--- src/hdl/wbp_pkg.sv ---
// Shared types and constants for the wheel balance PID core.
// Holds field widths, register indexes, reset values and the stage control structs.
// No dependencies.
package wbp_pkg;

    // Field and state widths
    localparam int COUNT_W = 32;
    localparam int ERR_W   = 33;
    localparam int DIFF_W  = 34;
    localparam int SUM_W   = 48;
    localparam int GAIN_W  = 32;
    localparam int BASE_W  = 17;
    localparam int SPEED_W = 18;
    localparam int TERM_W  = 21;
    localparam int TOTAL_W = 23;
    localparam int CALC_W  = 24;
    localparam int OPND_W  = 48;
    localparam int HALF_W  = 18;
    localparam int PROD_W  = HALF_W + GAIN_W;
    localparam int FULL_W  = 2 * HALF_W + GAIN_W;
    localparam int IDX_W   = 2;
    localparam int CFG_W   = 32;

    // Pipeline depth: input, error, accumulate, magnitude, product, term, result
    localparam int STAGES = 7;

    // Saturation limits
    localparam logic signed [SUM_W-1:0]  SUM_MAX   = {1'b0, {(SUM_W-1){1'b1}}};
    localparam logic signed [SUM_W-1:0]  SUM_MIN   = {1'b1, {(SUM_W-1){1'b0}}};
    localparam logic [TERM_W-1:0]        TERM_CAP  = TERM_W'(1 << 20);
    localparam logic signed [CALC_W-1:0] SPEED_POS = CALC_W'(65536);
    localparam logic signed [CALC_W-1:0] SPEED_NEG = -CALC_W'(65536);

    // Reset values of the registers and the held speed
    localparam logic [BASE_W-1:0]  BASE_RST   = BASE_W'(19661);
    localparam logic [GAIN_W-1:0]  GAIN_P_RST = GAIN_W'(2619930);
    localparam logic [GAIN_W-1:0]  GAIN_I_RST = GAIN_W'(4295);
    localparam logic [GAIN_W-1:0]  GAIN_D_RST = GAIN_W'(68719);
    localparam logic signed [SPEED_W-1:0] HELD_RST = SPEED_W'(19661);

    // Configuration register indexes
    typedef enum logic [IDX_W-1:0] {
        REG_BASE_SPEED = 2'd0,
        REG_GAIN_P     = 2'd1,
        REG_GAIN_I     = 2'd2,
        REG_GAIN_D     = 2'd3
    } reg_index_t;

    // Load enables for the front stages
    typedef struct packed {
        logic load_in;
        logic load_err;
        logic load_acc;
        logic load_mag;
    } front_ctrl_t;

    // Load enables for one term unit
    typedef struct packed {
        logic load_prod;
        logic load_term;
    } term_ctrl_t;

endpackage

--- src/hdl/wbp_term.sv ---
// One scaled PID term: (operand * gain) >> 16, capped at 2^20.
// Two 18x32 partial products in one stage, sum, shift and cap in the next.
// Depends on wbp_pkg.
module wbp_term
    import wbp_pkg::*;
(
    input  logic                clk,
    input  term_ctrl_t          ctrl,
    input  logic [OPND_W-1:0]   operand,
    input  logic [GAIN_W-1:0]   gain,
    output logic [TERM_W-1:0]   term
);

    logic [PROD_W-1:0]    prod_hi_reg;
    logic [PROD_W-1:0]    prod_lo_reg;
    logic                 big_reg;
    logic [TERM_W-1:0]    term_reg;

    logic                 big_next;
    logic [FULL_W-1:0]    full_prod;
    logic [FULL_W-17:0]   shifted;
    logic [TERM_W-1:0]    term_next;

    // Any operand at or above 2^36 with a non-zero gain always hits the cap
    assign big_next = (|operand[OPND_W-1:2*HALF_W]) && (|gain);

    // Recombine the partial products and cap
    always_comb
    begin
        full_prod = (FULL_W'(prod_hi_reg) << HALF_W) + FULL_W'(prod_lo_reg);
        shifted   = full_prod[FULL_W-1:16];
        if (big_reg || (shifted > (FULL_W-16)'(TERM_CAP)))
        begin
            term_next = TERM_CAP;
        end
        else
        begin
            term_next = shifted[TERM_W-1:0];
        end
    end

    always_ff @(posedge clk)
    begin
        if (ctrl.load_prod)
        begin
            prod_hi_reg <= PROD_W'(operand[2*HALF_W-1:HALF_W]) * PROD_W'(gain);
            prod_lo_reg <= PROD_W'(operand[HALF_W-1:0]) * PROD_W'(gain);
            big_reg     <= big_next;
        end
        if (ctrl.load_term)
        begin
            term_reg <= term_next;
        end
    end

    assign term = term_reg;

endmodule

--- config.mk ---
export PLATFORM = sky130hd
export DESIGN_NAME = wbp_term
export DESIGN_NICKNAME = d
export VERILOG_FILES = /design/src/hdl/wbp_pkg.sv /design/src/hdl/wbp_term.sv
export SDC_FILE = /design/constraint.sdc
export NUM_CORES = 2
export LEC_CHECK = 0
export ABC_CLOCK_PERIOD_IN_PS = 9000
export BUFFER_PORTS_ARGS = -buffer_cell sky130_fd_sc_hd__buf_2
export CAP_MARGIN = 20
export CORE_UTILIZATION = 50
export CTS_CLUSTER_SIZE = 12
export DETAILED_ROUTE_END_ITERATION = 8
export PLACE_DENSITY = 0.66
export SLEW_MARGIN = 25
export SYNTH_ARGS = -nofsm -noshare
export SYNTH_HDL_FRONTEND = slang
export SYNTH_SLANG_ARGS = --single-unit
export TNS_END_PERCENT = 50
--- constraint.sdc ---
create_clock -name clk -period 9 [get_ports clk]
set_input_delay 0.9 -clock clk [delete_from_list [all_inputs] [get_ports clk]]
set_output_delay 0.9 -clock clk [all_outputs]
set_load 0.005 [all_outputs]
==> metrics.yaml <==
outcome:
  outcome: "finished clean"
global_route:
  grt_use_total_pct: 27.37
  antenna_found_initial: 17
  first_global_vias: 32830
  grt.overflow.total: 0
  grt_max_degree: 73
  grt_first_pass_wirelength_um: 179900
critical_path:
  r2r_start: "prod_lo_reg[18]"
  end_kind: "flip-flop"
  worstReg2RegEnd: "term[20]"
  arrival_ps: 8010
  start_kind: "input port"
  crit_family: "adder cells"
  rrSetupSlack_ps: 4090
  slowest_delay_ps: 540
  reg2regPathDepth: 14
  cp_slowest_cell: "o21ai_0"
  required_ps: 9140
  path_class: "input port to flip-flop"
  cp_max_fo: 21
  critPathBufInv: 7
  cpMostUsedCell: "fa_1"
synth:
  syn-num-nets: 6015
  synth-edff-count: 106
  synth_seq_cells: 106
  yosysWarnings: 0
  synth_area_um2: 41550
  ys_seq_area_share_pct: 7.661
  avgSynthCellArea_um2: 8.848
  synth_cell_types: 74
  synth_flop_cell: "edfxtp_1"
  async_flop_share_pct: 0
  synthCells: 4696
sta:
  hold_violations: 0
  slew_viol_final: 0
  fin_crit_sh_pct: 87.51
  slew_headroom_pct: 28.70
  setup_violations: 0
  rsz0062_at_grt: "false"
  worst_pin_slew_ps: 1070
  fmaxAchievable_mhz: 127.0
  fin_worst_skew_ps: 13.99
  fin_crit_ps: 7876
  fin_setup_tns_ps: 0
cts:
  cts_buffers: 9
  cts_buffer_depth: 2
  cts_root_buf: "clkbuf_16"
  cts-hold-fix-buffers: 0
  clock_latency_ps: 390
  cts.repair.resized: 0
  cts_tree: "yes"
  cts.sinks: 106
  path_clk_slew_ps: 80
  cts_max_level: 3
  cts_setup_buffers: 0
floorplanning:
  die_height_um: 290.3
  initial_utilization_pct: 50.60
  coreArea_um2: 82110
  ioPinCount: 104
  die_x_um: 290.3
  placementRows: 105
  dieArea_um2: 84260
routing:
  wirelength_um: 110400
  drtAntennaViolNets: 0
  viasPerCell: 5.444
  route.detailed.drc: 0
  dr_total_vias: 30950
  drt_pass1_iterations: 5
  wl_per_cell_um: 19.41
  drt-initial-drc-count: 1967
place:
  place.gp.congestion: 0.8816
  portBuffers: 103
  place_hpwl_um: 88400
flow_run:
  drv_cap: 0
final_layout:
  fill_cells: 7623
  nets: 5921
  syn2layout_area_growth_pct: 3.927
  largest_register_ffs: 50
  drive_above_1_share_pct: 4.254
hold_path:
  holdPathEnd: "term[1]"
  hold_depth: 2
  hold_path_class: "flip-flop to flip-flop"
  hp-start: "prod_lo_reg[17]"
[kinds of logic (layout without fill, tap and decap cells)]
group	Yosys count	in the layout	share of synthesized area, %
other	0	9	0
xor gates and xnor gates	90	90	1.897
muxes	5	5	0.1205
DFF	106	106	7.661
AOI/OAI and AO/OA	374	374	5.905
and+or+nand+nor	1508	1508	17.38
buffers and inverters	1377	1288	12.49
adders and majority gates	1236	1236	54.55
[Yosys cell counts, types with 12 or more instances]
cell	instances	area, µm²
o21a_1	18	135.1
inv_1	1110	4167
nand3_1	35	175.2
o211ai_1	17	127.6
ha_1	277	3466
nor4_1	15	93.84
a31oi_1	12	75.07
a21oi_1	114	570.6
edfxtp_1	106	3183
fa_1	959	19200
and3_1	23	143.9
nand2_1	793	2977
a21o_1	66	495.5
xnor2_1	63	551.8
xor2_1	27	236.5
nor3_1	25	125.1
nand2b_1	20	125.1
clkbuf_1	250	938.4
and2_1	432	2703
nand4_1	21	131.4
nor2b_1	14	87.58
a211oi_1	12	90.09
nor2_1	94	352.8
o21ai_0	60	300.3
[layout by cell type, fill, tap and decap left out, types with 6 or more instances in the layout]
cell type,synthesis,layout
nor4_1,15,15
o211ai_1,17,17
and2_1,432,432
fa_1,959,959
xor2_1,27,27
buf_4,0,60
a211oi_1,12,12
and4_1,9,9
o21ai_0,60,60
nand3_1,35,35
inv_1,1110,1110
nor3_1,25,25
a2111oi_0,6,6
a21oi_1,114,114
nand2b_1,20,20
buf_2,2,102
edfxtp_1,106,106
xnor2_1,63,63
nor2b_1,14,14
o21bai_1,6,6
a211o_1,6,6
a31oi_1,12,12
nand2_1,793,793
diode_2,0,9
and3_1,23,23
nand4_1,21,21
a21o_1,66,66
ha_1,277,277
nor2_1,94,94
o21a_1,18,18
or2_2,6,6
clkbuf_16,0,9
o31ai_1,7,7
[layout make-up]
class                      count  area [µm²]  area share, %
multi-input combinational   3213       33180          76.83
inverter                    1110        4167          9.649
antenna                        9       22.52        0.05216
clock buffer                   9       225.2         0.5216
tap                         1070        1339          3.100
timing repair buffer         162       960.9          2.225
sequential                   106        3183          7.371
clock inverter                 7       107.6         0.2492
[per-stage QoR]
step	std cells	setup slack, ps	hold slack [ps]	instance area (µm²)	utilization (%)
2_1_floorplan	4696	1648	545.7	41550	-
3_3_place_gp	5661	962.7	587.6	42830	52.16
3_5_place_dp	5661	823.5	587.4	42830	52.16
4_1_cts	5677	1234	608.0	43160	52.56
5_1_grt	5677	795.5	636.7	43160	52.56
6_report	5686	1124	597.8	43180	52.59
[worst min-delay path, stage by stage, from the launching register on]
cell,delay [ps]
edfxtp_1,360
inv_1,50
nor2_1,80
[metal layers]
metal  GRT usage (%)  routed length, µm
met2           45.75              53510
met3           4.627               7559
met1           36.80              46340
met4           7.486               2843
met5               0                127
[worst max-delay path by stage]
| stage | slack (ps) | cells after the start | endpoint | from |
|---|---|---|---|---|
| 2_1_floorplan | 1650 | 25 | prod_hi_reg[47] | gain[12] |
| 3_3_place_gp | 960 | 26 | prod_hi_reg[47] | gain[7] |
| 3_5_place_dp | 820 | 26 | prod_hi_reg[47] | gain[7] |
| 4_1_cts | 1230 | 26 | prod_hi_reg[47] | gain[7] |
| 5_1_grt | 800 | 24 | prod_lo_reg[48] | gain[7] |
| 6_report | 1120 | 26 | prod_hi_reg[47] | gain[7] |
Power is not shown: default switching activity piles up to over one toggle a cycle in this logic, so the estimate is an artifact.
