===== src/hdl/wbp_pkg.sv =====
// Shared types and constants for the wheel balance PID core.
// Holds field widths, register indexes, reset values and the stage control structs.
// No dependencies.
package wbp_pkg;

    // Field and state widths
    localparam int COUNT_W = 32;
    localparam int ERR_W   = 33;
    localparam int DIFF_W  = 34;
    localparam int SUM_W   = 48;
    localparam int GAIN_W  = 32;
    localparam int BASE_W  = 17;
    localparam int SPEED_W = 18;
    localparam int TERM_W  = 21;
    localparam int TOTAL_W = 23;
    localparam int CALC_W  = 24;
    localparam int OPND_W  = 48;
    localparam int HALF_W  = 18;
    localparam int PROD_W  = HALF_W + GAIN_W;
    localparam int FULL_W  = 2 * HALF_W + GAIN_W;
    localparam int IDX_W   = 2;
    localparam int CFG_W   = 32;

    // Pipeline depth: input, error, accumulate, magnitude, product, term, result
    localparam int STAGES = 7;

    // Saturation limits
    localparam logic signed [SUM_W-1:0]  SUM_MAX   = {1'b0, {(SUM_W-1){1'b1}}};
    localparam logic signed [SUM_W-1:0]  SUM_MIN   = {1'b1, {(SUM_W-1){1'b0}}};
    localparam logic [TERM_W-1:0]        TERM_CAP  = TERM_W'(1 << 20);
    localparam logic signed [CALC_W-1:0] SPEED_POS = CALC_W'(65536);
    localparam logic signed [CALC_W-1:0] SPEED_NEG = -CALC_W'(65536);

    // Reset values of the registers and the held speed
    localparam logic [BASE_W-1:0]  BASE_RST   = BASE_W'(19661);
    localparam logic [GAIN_W-1:0]  GAIN_P_RST = GAIN_W'(2619930);
    localparam logic [GAIN_W-1:0]  GAIN_I_RST = GAIN_W'(4295);
    localparam logic [GAIN_W-1:0]  GAIN_D_RST = GAIN_W'(68719);
    localparam logic signed [SPEED_W-1:0] HELD_RST = SPEED_W'(19661);

    // Configuration register indexes
    typedef enum logic [IDX_W-1:0] {
        REG_BASE_SPEED = 2'd0,
        REG_GAIN_P     = 2'd1,
        REG_GAIN_I     = 2'd2,
        REG_GAIN_D     = 2'd3
    } reg_index_t;

    // Load enables for the front stages
    typedef struct packed {
        logic load_in;
        logic load_err;
        logic load_acc;
        logic load_mag;
    } front_ctrl_t;

    // Load enables for one term unit
    typedef struct packed {
        logic load_prod;
        logic load_term;
    } term_ctrl_t;

endpackage


===== src/hdl/wbp_front.sv =====
// Front stages of the wheel balance PID core: input capture, balance error,
// saturating error sum, derivative difference and operand magnitudes.
// Depends on wbp_pkg.
module wbp_front
    import wbp_pkg::*;
(
    input  logic                     clk,
    input  logic                     rst_n,
    input  front_ctrl_t              ctrl,
    input  logic signed [COUNT_W-1:0] left_count,
    input  logic signed [COUNT_W-1:0] right_count,
    output logic signed [ERR_W-1:0]   err,
    output logic [COUNT_W-1:0]        mag_err,
    output logic [SUM_W-1:0]          mag_sum,
    output logic [ERR_W-1:0]          mag_diff
);

    logic signed [COUNT_W-1:0] left_reg;
    logic signed [COUNT_W-1:0] right_reg;
    logic signed [ERR_W-1:0]   err2_reg;
    logic signed [ERR_W-1:0]   err3_reg;
    logic signed [SUM_W-1:0]   sum3_reg;
    logic signed [DIFF_W-1:0]  diff3_reg;
    logic signed [ERR_W-1:0]   err4_reg;
    logic [COUNT_W-1:0]        mag_err4_reg;
    logic [SUM_W-1:0]          mag_sum4_reg;
    logic [ERR_W-1:0]          mag_diff4_reg;
    logic signed [SUM_W-1:0]   error_sum_reg;
    logic signed [ERR_W-1:0]   last_error_reg;

    logic [COUNT_W-1:0]        mag_left;
    logic [COUNT_W-1:0]        mag_right;
    logic signed [ERR_W-1:0]   err_next;
    logic signed [SUM_W:0]     sum_wide;
    logic signed [SUM_W-1:0]   sum_next;
    logic signed [DIFF_W-1:0]  diff_next;
    logic [SUM_W-1:0]          mag_sum_next;
    logic [DIFF_W-1:0]         mag_diff_wide;

    // Count magnitudes and their difference
    always_comb
    begin
        mag_left  = left_reg[COUNT_W-1]  ? COUNT_W'(-left_reg)  : left_reg;
        mag_right = right_reg[COUNT_W-1] ? COUNT_W'(-right_reg) : right_reg;
        err_next  = $signed({1'b0, mag_right}) - $signed({1'b0, mag_left});
    end

    // Saturating running sum and difference to the previous error
    always_comb
    begin
        sum_wide = {error_sum_reg[SUM_W-1], error_sum_reg}
                 + {{(SUM_W+1-ERR_W){err2_reg[ERR_W-1]}}, err2_reg};
        if (sum_wide[SUM_W] != sum_wide[SUM_W-1])
        begin
            sum_next = sum_wide[SUM_W] ? SUM_MIN : SUM_MAX;
        end
        else
        begin
            sum_next = sum_wide[SUM_W-1:0];
        end
        diff_next = {err2_reg[ERR_W-1], err2_reg} - {last_error_reg[ERR_W-1], last_error_reg};
    end

    // Magnitudes of the sum and of the difference
    always_comb
    begin
        mag_sum_next  = sum3_reg[SUM_W-1] ? SUM_W'(-sum3_reg) : sum3_reg;
        mag_diff_wide = diff3_reg[DIFF_W-1] ? DIFF_W'(-diff3_reg) : diff3_reg;
    end

    // Pipeline payload registers
    always_ff @(posedge clk)
    begin
        if (ctrl.load_in)
        begin
            left_reg  <= left_count;
            right_reg <= right_count;
        end
        if (ctrl.load_err)
        begin
            err2_reg <= err_next;
        end
        if (ctrl.load_acc)
        begin
            err3_reg  <= err2_reg;
            sum3_reg  <= sum_next;
            diff3_reg <= diff_next;
        end
        if (ctrl.load_mag)
        begin
            err4_reg      <= err3_reg;
            mag_err4_reg  <= err3_reg[ERR_W-1] ? COUNT_W'(-err3_reg) : err3_reg[COUNT_W-1:0];
            mag_sum4_reg  <= mag_sum_next;
            mag_diff4_reg <= mag_diff_wide[ERR_W-1:0];
        end
    end

    // Advance the integral and derivative state once per transaction
    always_ff @(posedge clk or negedge rst_n)
    begin
        if (!rst_n)
        begin
            error_sum_reg  <= '0;
            last_error_reg <= '0;
        end
        else if (ctrl.load_acc)
        begin
            error_sum_reg  <= sum_next;
            last_error_reg <= err2_reg;
        end
    end

    assign err      = err4_reg;
    assign mag_err  = mag_err4_reg;
    assign mag_sum  = mag_sum4_reg;
    assign mag_diff = mag_diff4_reg;

endmodule


===== config.mk =====
export PLATFORM = sky130hd
export DESIGN_NAME = wbp_front
export DESIGN_NICKNAME = d
export VERILOG_FILES = /design/src/hdl/wbp_pkg.sv /design/src/hdl/wbp_front.sv
export SDC_FILE = /design/constraint.sdc
export NUM_CORES = 1
export LEC_CHECK = 0
export ABC_AREA = 1
export BUFFER_PORTS_ARGS = -buffer_cell sky130_fd_sc_hd__buf_2
export CAP_MARGIN = 20
export CORE_MARGIN = 5
export CORE_UTILIZATION = 53
export CTS_CLUSTER_SIZE = 40
export DETAILED_ROUTE_END_ITERATION = 8
export PLACE_DENSITY = 0.72
export SLEW_MARGIN = 10
export SYNTH_ARGS = -nofsm -noshare
export SYNTH_HDL_FRONTEND = slang
export SYNTH_SLANG_ARGS = --single-unit
export TNS_END_PERCENT = 5

===== constraint.sdc =====
create_clock -name clk -period 3.65 [get_ports clk]
set_input_delay 0.1825 -clock clk [delete_from_list [all_inputs] [get_ports clk]]
set_output_delay 0.1825 -clock clk [all_outputs]
set_load 0.01 [all_outputs]

==> flow_metrics.py, run 1 <==
metrics = {
    "run_status": {
        "result_of_the_run": "finished clean",
    },
    "clocking": {
        "cts.sink_count": 438,
        "root_cell_of_the_clock_tree": "clkbuf_16",
        "cts.htree.levels": 2,
        "cts-buffers-inserted": 46,
        "clock_tree.buffer_depth": 3,
        "clkTransAtPathRegs_ns": 0.06,
        "clk_latency_ns": 0.59,
        "tritoncts": "built",
    },
    "route": {
        "detailroute.via_count": 21546,
        "drtAntennaViolNets": 0,
        "post_drt_wl_per_cell_um": 18.6,
        "postRouteWirelength_um": 74000,
        "drt_first_iter_violations": 1733,
        "drt_first_pass_iters": 6,
        "drc_errors_left": 0,
        "detail_route.vias_per_cell": 5.42,
    },
    "synth": {
        "sequential_element_share_of_the_synthesized_area_pct": 49.2,
        "yosysWarnings": 0,
        "synth_top_cells_by_count": "nand2_1 (729), inv_1 (397), edfxtp_1 (357)",
        "synth_compound_gate_area_share_pct": 9.05,
        "post_synth_fa_ha_maj_area_fraction_pct": 5.93,
        "synth_enable_flop_cells": 357,
        "synth_area_per_cell_um2": 8.76,
        "synthesis.area_um2": 25900,
        "largest_family_of_logic_cells_by_synthesized_area": "simple AND/OR/NAND/NOR gates",
        "netlist_instances": 2958,
        "yosys-top-cells-area": "edfxtp_1 (41%), nand2_1 (11%), dfrtp_1 (7.8%)",
        "synthSimpleGateAreaFrac_pct": 20.8,
        "synthFlopType": "edfxtp_1",
        "synth_top_area_share_pct": 41.4,
        "synth_most_common_cell": "nand2_1",
        "parity_gate_share_of_the_synthesized_area_counting_xor_and_xnor_cells_pct": 8.29,
        "mappedNetlistNets": 3149,
        "synth.area.mux_share_pct": 0,
        "synthDominantAreaCellType": "edfxtp_1",
        "postSynth.asyncResetShare_pct": 18.5,
        "synth.lib_cells_used.distinct": 48,
        "synth.ff_latch_count": 438,
    },
    "power": {
        "powerDensity_nw_per_um2": 994,
        "internal-power_w": 0.0167,
        "worst_ir_drop_vdd_v": 0.00106,
        "fin_total_pwr_w": 0.0303,
        "power.switching_w": 0.0136,
        "part_of_the_total_power_dissipated_in_the_clock_network_pct": 15.6,
        "p_seq_share_pct": 31.5,
        "comb_power_share_pct": 52.9,
        "power_switching_share_pct": 45.0,
        "power.static_leakage_nw": 13.8,
    },
    "placement": {
        "dpl_cell_area_um2": 28200,
        "dp_hpwl_um": 57800,
        "io_buffer_count": 215,
        "placer_congestion": 0.981,
    },
    "sta": {
        "achievable-frequency_mhz": 288,
        "rsz0062_at_grt": "yes",
        "timing_worst_slew_pin_value_ns": 0.941,
        "finalMaxSlewViolations": 0,
        "setup-violations-final": 0,
        "layout_min_cycle_time_ns": 3.47,
        "timing.slew.headroom_pct": 37.3,
        "final-hold-violation-count": 0,
        "max_clock_skew_ns": 0.0225,
        "whs_ns": 0.152,
        "finalCritPeriodShare_pct": 95.1,
    },
    "global_routing": {
        "grt_use_total_pct": 27.3,
        "antenna_found_initial": 3,
        "maximum_number_of_pins_on_one_net_before_global_route_repair": 163,
        "grt_remaining_overflow": 0,
        "grt_pass1_vias": 20905,
        "grt_first_pass_wirelength_um": 115000,
    },
    "floorplanning": {
        "boundaryPins": 216,
        "core_um2": 48600,
        "die-area_um2": 53400,
        "rows": 81,
        "start_util_pct": 53.2,
        "die_span_x_um": 231,
        "die_height_um": 231,
    },
    "setup_path": {
        "crit_fanout": 4,
        "start_kind": "flop",
        "critPathLaunch": "left_reg[0]$_DFFE_PP_",
        "worstSetupPathType": "reg -> reg",
        "crit_path_end_kind": "flop",
        "r2r-start": "left_reg[0]$_DFFE_PP_",
        "arrival_ns": 3.81,
        "cp.required_ns": 3.99,
    },
    "cells_and_area": {
        "layout-drive-gt1-share_pct": 13.2,
        "nFillCells": 4121,
        "final_design_area_no_fill_um2": 30500,
        "nets": 3508,
        "layout-area-overhead-vs-synth_pct": 17.8,
    },
    "min_path": {
        "hold_path.class": "in -> reg",
        "worst_hold_startpoint": "ctrl[3]",
    },
    "job": {
        "max_cap_viol_count": 0,
    },
}
-- area by class of cell --
cell class	instances	area, um^2	share of cell area, %
Tap cell	622	778	2.55
Inverter	400	1500	4.92
Multi-Input combinational cell	2072	11500	37.7
Antenna cell	1	2.50	0.00820
Clock buffer	57	1260	4.15
Timing Repair Buffer	359	2450	8.04
Sequential cell	438	12700	41.8
Clock inverter	29	277	0.906
-- cells by family (layout without fill, tap and decap cells) --
family,Yosys count,after routing
adder cells (fa/ha/maj),121,121
buffers and inverters,448,845
XOR/XNOR,245,245
flip-flops,438,438
AND/OR/NAND/NOR,1300,1300
AO/OA/AOI/OAI,406,406
other,0,1
-- cells in the final DEF (no fill, tap or decap), types with 5 or more instances in the layout --
cell / count
nor3_2: 5
clkinv_1: 5
nand3_1: 89
nor3_1: 49
nand4_1: 50
nor4_1: 21
xnor2_1: 76
nor2_1: 315
a21oi_2: 6
nand2_1: 727
clkbuf_16: 48
dlygate4sd3_1: 66
a21oi_1: 132
xor2_1: 169
edfxtp_1: 357
clkinv_2: 13
o21bai_1: 21
buf_2: 212
dfrtp_1: 81
nor2_2: 15
a31oi_1: 45
o21ai_1: 8
inv_1: 397
o211ai_1: 7
o31ai_1: 6
a21o_1: 15
buf_4: 70
o21ai_0: 129
ha_1: 116
buf_12: 9
o21a_1: 5
clkbuf_1: 6
nand2_2: 12
o21ai_2: 18
-- per-stage QoR --
| stage | worst slack (ns) | util (%) | instances | setup TNS (ns) |
|---|---|---|---|---|
| floorplan | 0.489 | - | 2958 | 0 |
| global placement | 0.0227 | 58.0 | 3823 | 0 |
| detailed placement | 0.0260 | 58.0 | 3823 | 0 |
| CTS | 0.00963 | 62.5 | 3975 | 0 |
| global route | -0.0401 | 62.7 | 3977 | -0.0532 |
| finish | 0.178 | 62.7 | 3978 | 0 |
-- routing by layer --
metal | track usage (%) | part of all wire, % | vias to the layer above
met5 | 0 | 0 | -
met4 | 7.97 | 2.9 | 0
met3 | 3.81 | 7.3 | 125
met2 | 44.0 | 46 | 784
met1 | 38.9 | 44 | 10108
li1 | - | - | 10529
-- power groups by stage --
stage          registers [W]  logic, W  clock network, W
4_1_cts              0.00952    0.0158           0.00483
2_1_floorplan        0.00931   0.00989                 0
6_report             0.00954    0.0160           0.00475
3_3_place_gp         0.00956    0.0155                 0
5_1_grt              0.00969    0.0177           0.00504
3_5_place_dp         0.00960    0.0157                 0
-- worst paths after layout --
check / to / cells past startpoint / slack (ns)
worst max-delay path: err2_reg[31]$_DFFE_PP_ / 16 / 0.18
worst min-delay path: right_reg[29]$_DFFE_PP_ / 1 / 0.15
worst max register to register: err2_reg[31]$_DFFE_PP_ / 16 / 0.18
worst min register to register: mag_diff[0]$_DFFE_PP_ / 0 / 0.45
max in group asynchronous: last_error_reg[17]$_DFFE_PN0P_ / 3 / 2.41
min in group asynchronous: error_sum_reg[33]$_DFFE_PN0P_ / 2 / 0.26
-- worst max-delay path: stages, from the launching register on --
cell	delay (ns)
edfxtp_1	0.43
inv_1	0.11
ha_1	0.18
nand3_1	0.14
nor2_1	0.20
nand3_1	0.16
nor2_2	0.19
a21oi_1	0.14
xor2_1	0.19
ha_1	0.37
a21oi_1	0.22
o21ai_1	0.14
inv_1	0.10
o21ai_0	0.14
a221oi_1	0.28
nand2_1	0.10
xor2_1	0.14
-- what timing repair did --
action                                 CTS  global route
setup buffers                            0             2
resized for setup                        0            28
endpoints found under the hold margin  132             0
hold buffers                            66             0
setup endpoints to repair                0            10
No activity file was read; power rests on OpenSTA's default activity.
==> run 2, diff against run 1 <==
--- a/config.mk
+++ b/config.mk
@@ -13,6 +13,7 @@
 export CTS_CLUSTER_SIZE = 40
 export DETAILED_ROUTE_END_ITERATION = 8
 export PLACE_DENSITY = 0.72
+export SETUP_SLACK_MARGIN = 0.4
 export SLEW_MARGIN = 10
 export SYNTH_ARGS = -nofsm -noshare
 export SYNTH_HDL_FRONTEND = slang
==> run 2 against run 1 <==
Against the previous run: power is 0.73% higher; die area unchanged; non-clock buffer count grew 27; sequential cell count did not move; combinational power hardly changed; count of clock-buffer cells in the layout unchanged; critical path type unchanged; critical endpoint is now err2_reg[27]$_DFFE_PP_.
==> flow_metrics.py, run 2 (synthesis gave the netlist of run 1 again) <==
metrics = {
    "floorplanning": {
        "die-area_um2": 53400,
        "die_span_x_um": 231,
        "boundaryPins": 216,
        "core_um2": 48600,
        "die_height_um": 231,
        "rows": 81,
        "start_util_pct": 53.2,
    },
    "cells_and_area": {
        "final_core_util_pct": 63.7,
        "final_cell_mix": "nand2_1 (711), inv_1 (392), edfxtp_1 (357)",
        "seqCellArea_um2": 12700,
        "final_common_cell": "nand2_1",
        "nFillCells": 4041,
        "nets": 3535,
        "layout-area-overhead-vs-synth_pct": 19.7,
        "layout.cells.non_filler": 4005,
        "layout-drive-gt1-share_pct": 15.7,
        "multiInputGateArea_um2": 11800,
    },
    "power": {
        "comb_power_share_pct": 53.2,
        "powerDensity_nw_per_um2": 986,
        "worst_ir_drop_vdd_v": 0.00107,
        "power_switching_share_pct": 45.0,
        "power.switching_w": 0.0137,
        "internal-power_w": 0.0168,
        "power.static_leakage_nw": 14.0,
        "p_seq_share_pct": 31.3,
        "part_of_the_total_power_dissipated_in_the_clock_network_pct": 15.5,
    },
    "global_routing": {
        "grt_util_met2_pct": 44.3,
        "grt_remaining_overflow": 0,
        "maximum_number_of_pins_on_one_net_before_global_route_repair": 163,
        "grt_use_total_pct": 27.4,
        "grt_pass1_vias": 20997,
        "grt_first_pass_wirelength_um": 116000,
        "grtUsageMet1_pct": 38.9,
        "global_route_hottest_layer": "met2",
        "grt_use_met3_pct": 3.82,
        "antenna_found_initial": 3,
    },
    "setup_path": {
        "start_kind": "flop",
        "worstSetupPathType": "reg -> reg",
        "crit_fanout": 4,
        "crit_path_end_kind": "flop",
        "cp.required_ns": 3.97,
        "arrival_ns": 3.75,
        "reg2reg_slack_ns": 0.22,
    },
    "route": {
        "detail_route.vias_per_cell": 5.43,
        "postRouteWirelength_um": 75100,
        "post_drt_wl_per_cell_um": 18.7,
        "detailroute.via_count": 21741,
        "drt_first_pass_iters": 6,
        "drtAntennaViolNets": 0,
        "drt_first_iter_violations": 1862,
        "drc_errors_left": 0,
    },
    "sta": {
        "layout_min_cycle_time_ns": 3.43,
        "rsz0062_at_grt": "yes",
        "achievable-frequency_mhz": 292,
        "finalMaxSlewViolations": 0,
        "timing.slew.headroom_pct": 37.0,
        "finalCritPeriodShare_pct": 93.9,
        "setup-violations-final": 0,
        "timing_worst_slew_pin_value_ns": 0.945,
        "max_clock_skew_ns": 0.0249,
        "final-hold-violation-count": 0,
        "totalNegativeSetupSlack_ns": 0,
        "fin_ws_ns": 0.224,
    },
    "clocking": {
        "tritoncts": "built",
        "clock_tree.buffer_depth": 3,
        "root_cell_of_the_clock_tree": "clkbuf_16",
        "cts-buffers-inserted": 46,
        "cts.htree.levels": 2,
        "cts.sink_count": 438,
        "clkTransAtPathRegs_ns": 0.06,
        "clk_latency_ns": 0.59,
    },
    "job": {
        "max_cap_viol_count": 0,
    },
    "placement": {
        "placed_cells_incl_taps": 3823,
        "placer_congestion": 0.981,
        "dp_hpwl_um": 57800,
        "pre_cts_slack_ns": 0.0260,
        "io_buffer_count": 215,
    },
    "min_path": {
        "hold_path.class": "in -> reg",
    },
    "run_status": {
        "result_of_the_run": "finished clean",
    },
}
-- run 2: routing by layer --
layer | wire length (um) | vias up
li1 | - | 10587
met1 | 33100 | 10201
met2 | 34400 | 812
met3 | 5300 | 141
met4 | 2290 | 0
met5 | 0 | -
-- run 2: worst paths after layout --
path | startpoint | to | cells past startpoint
setup / recovery | right_reg[4]$_DFFE_PP_ | err2_reg[27]$_DFFE_PP_ | 17
hold / removal | ctrl[3] | right_reg[29]$_DFFE_PP_ | 1
setup reg to reg | right_reg[4]$_DFFE_PP_ | err2_reg[27]$_DFFE_PP_ | 17
hold reg to reg | diff3_reg[0]$_DFFE_PP_ | mag_diff[0]$_DFFE_PP_ | 0
max in group asynchronous | rst_n | last_error_reg[17]$_DFFE_PN0P_ | 3
min in group asynchronous | rst_n | error_sum_reg[33]$_DFFE_PN0P_ | 2
-- run 2: final cells by class --
type                       instances  share of cell area (%)
tap                              622                    2.51
timing repair buffer             386                    8.58
antenna                            1                 0.00807
clock inverter                    29                   0.892
inverter                         400                    4.84
clock buffer                      57                    4.08
sequential                       438                    41.1
multi-input combinational       2072                    38.0
-- run 2: critical path, cell delays in order (launching register included) --
cell and delay (ns):
edfxtp_1 0.39, nor2_1 0.12, nand4_1 0.15, nor3_2 0.29
nand2_2 0.12, nor2_4 0.15, nand2_4 0.09, o31ai_4 0.18
xnor2_1 0.16, ha_1 0.30, buf_4 0.16, nand2_1 0.07
inv_1 0.08, a21oi_2 0.21, o21ai_0 0.16, a221oi_1 0.28
nand2_1 0.09, xor2_1 0.15
-- run 2: metrics by stage --
stage | power, W | area, um^2 | hold WS (ns)
2_1_floorplan | 0.0192 | 25900 | -0.113
3_3_place_gp | 0.0251 | 28200 | 0.350
3_5_place_dp | 0.0253 | 28200 | 0.353
4_1_cts | 0.0303 | 30600 | 0.119
5_1_grt | 0.0326 | 31000 | 0.152
6_report | 0.0306 | 31000 | 0.151
-- run 2: power by group through the flow --
stage	Combinational, W	Sequential (W)	Clock (W)
6_report	0.0163	0.00955	0.00475
3_5_place_dp	0.0157	0.00960	0
3_3_place_gp	0.0155	0.00956	0
5_1_grt	0.0179	0.00969	0.00504
4_1_cts	0.0159	0.00952	0.00483
2_1_floorplan	0.00989	0.00931	0
-- run 2: timing repair --
action / CTS / global route
buffers inserted: 8 / 21
setup endpoints to repair: 10 / 85
gates cloned: 0 / 0
hold endpoints to repair: 132 / 0
pin swaps: 19 / 36
gates resized for setup: 39 / 66
hold buffers: 66 / 0
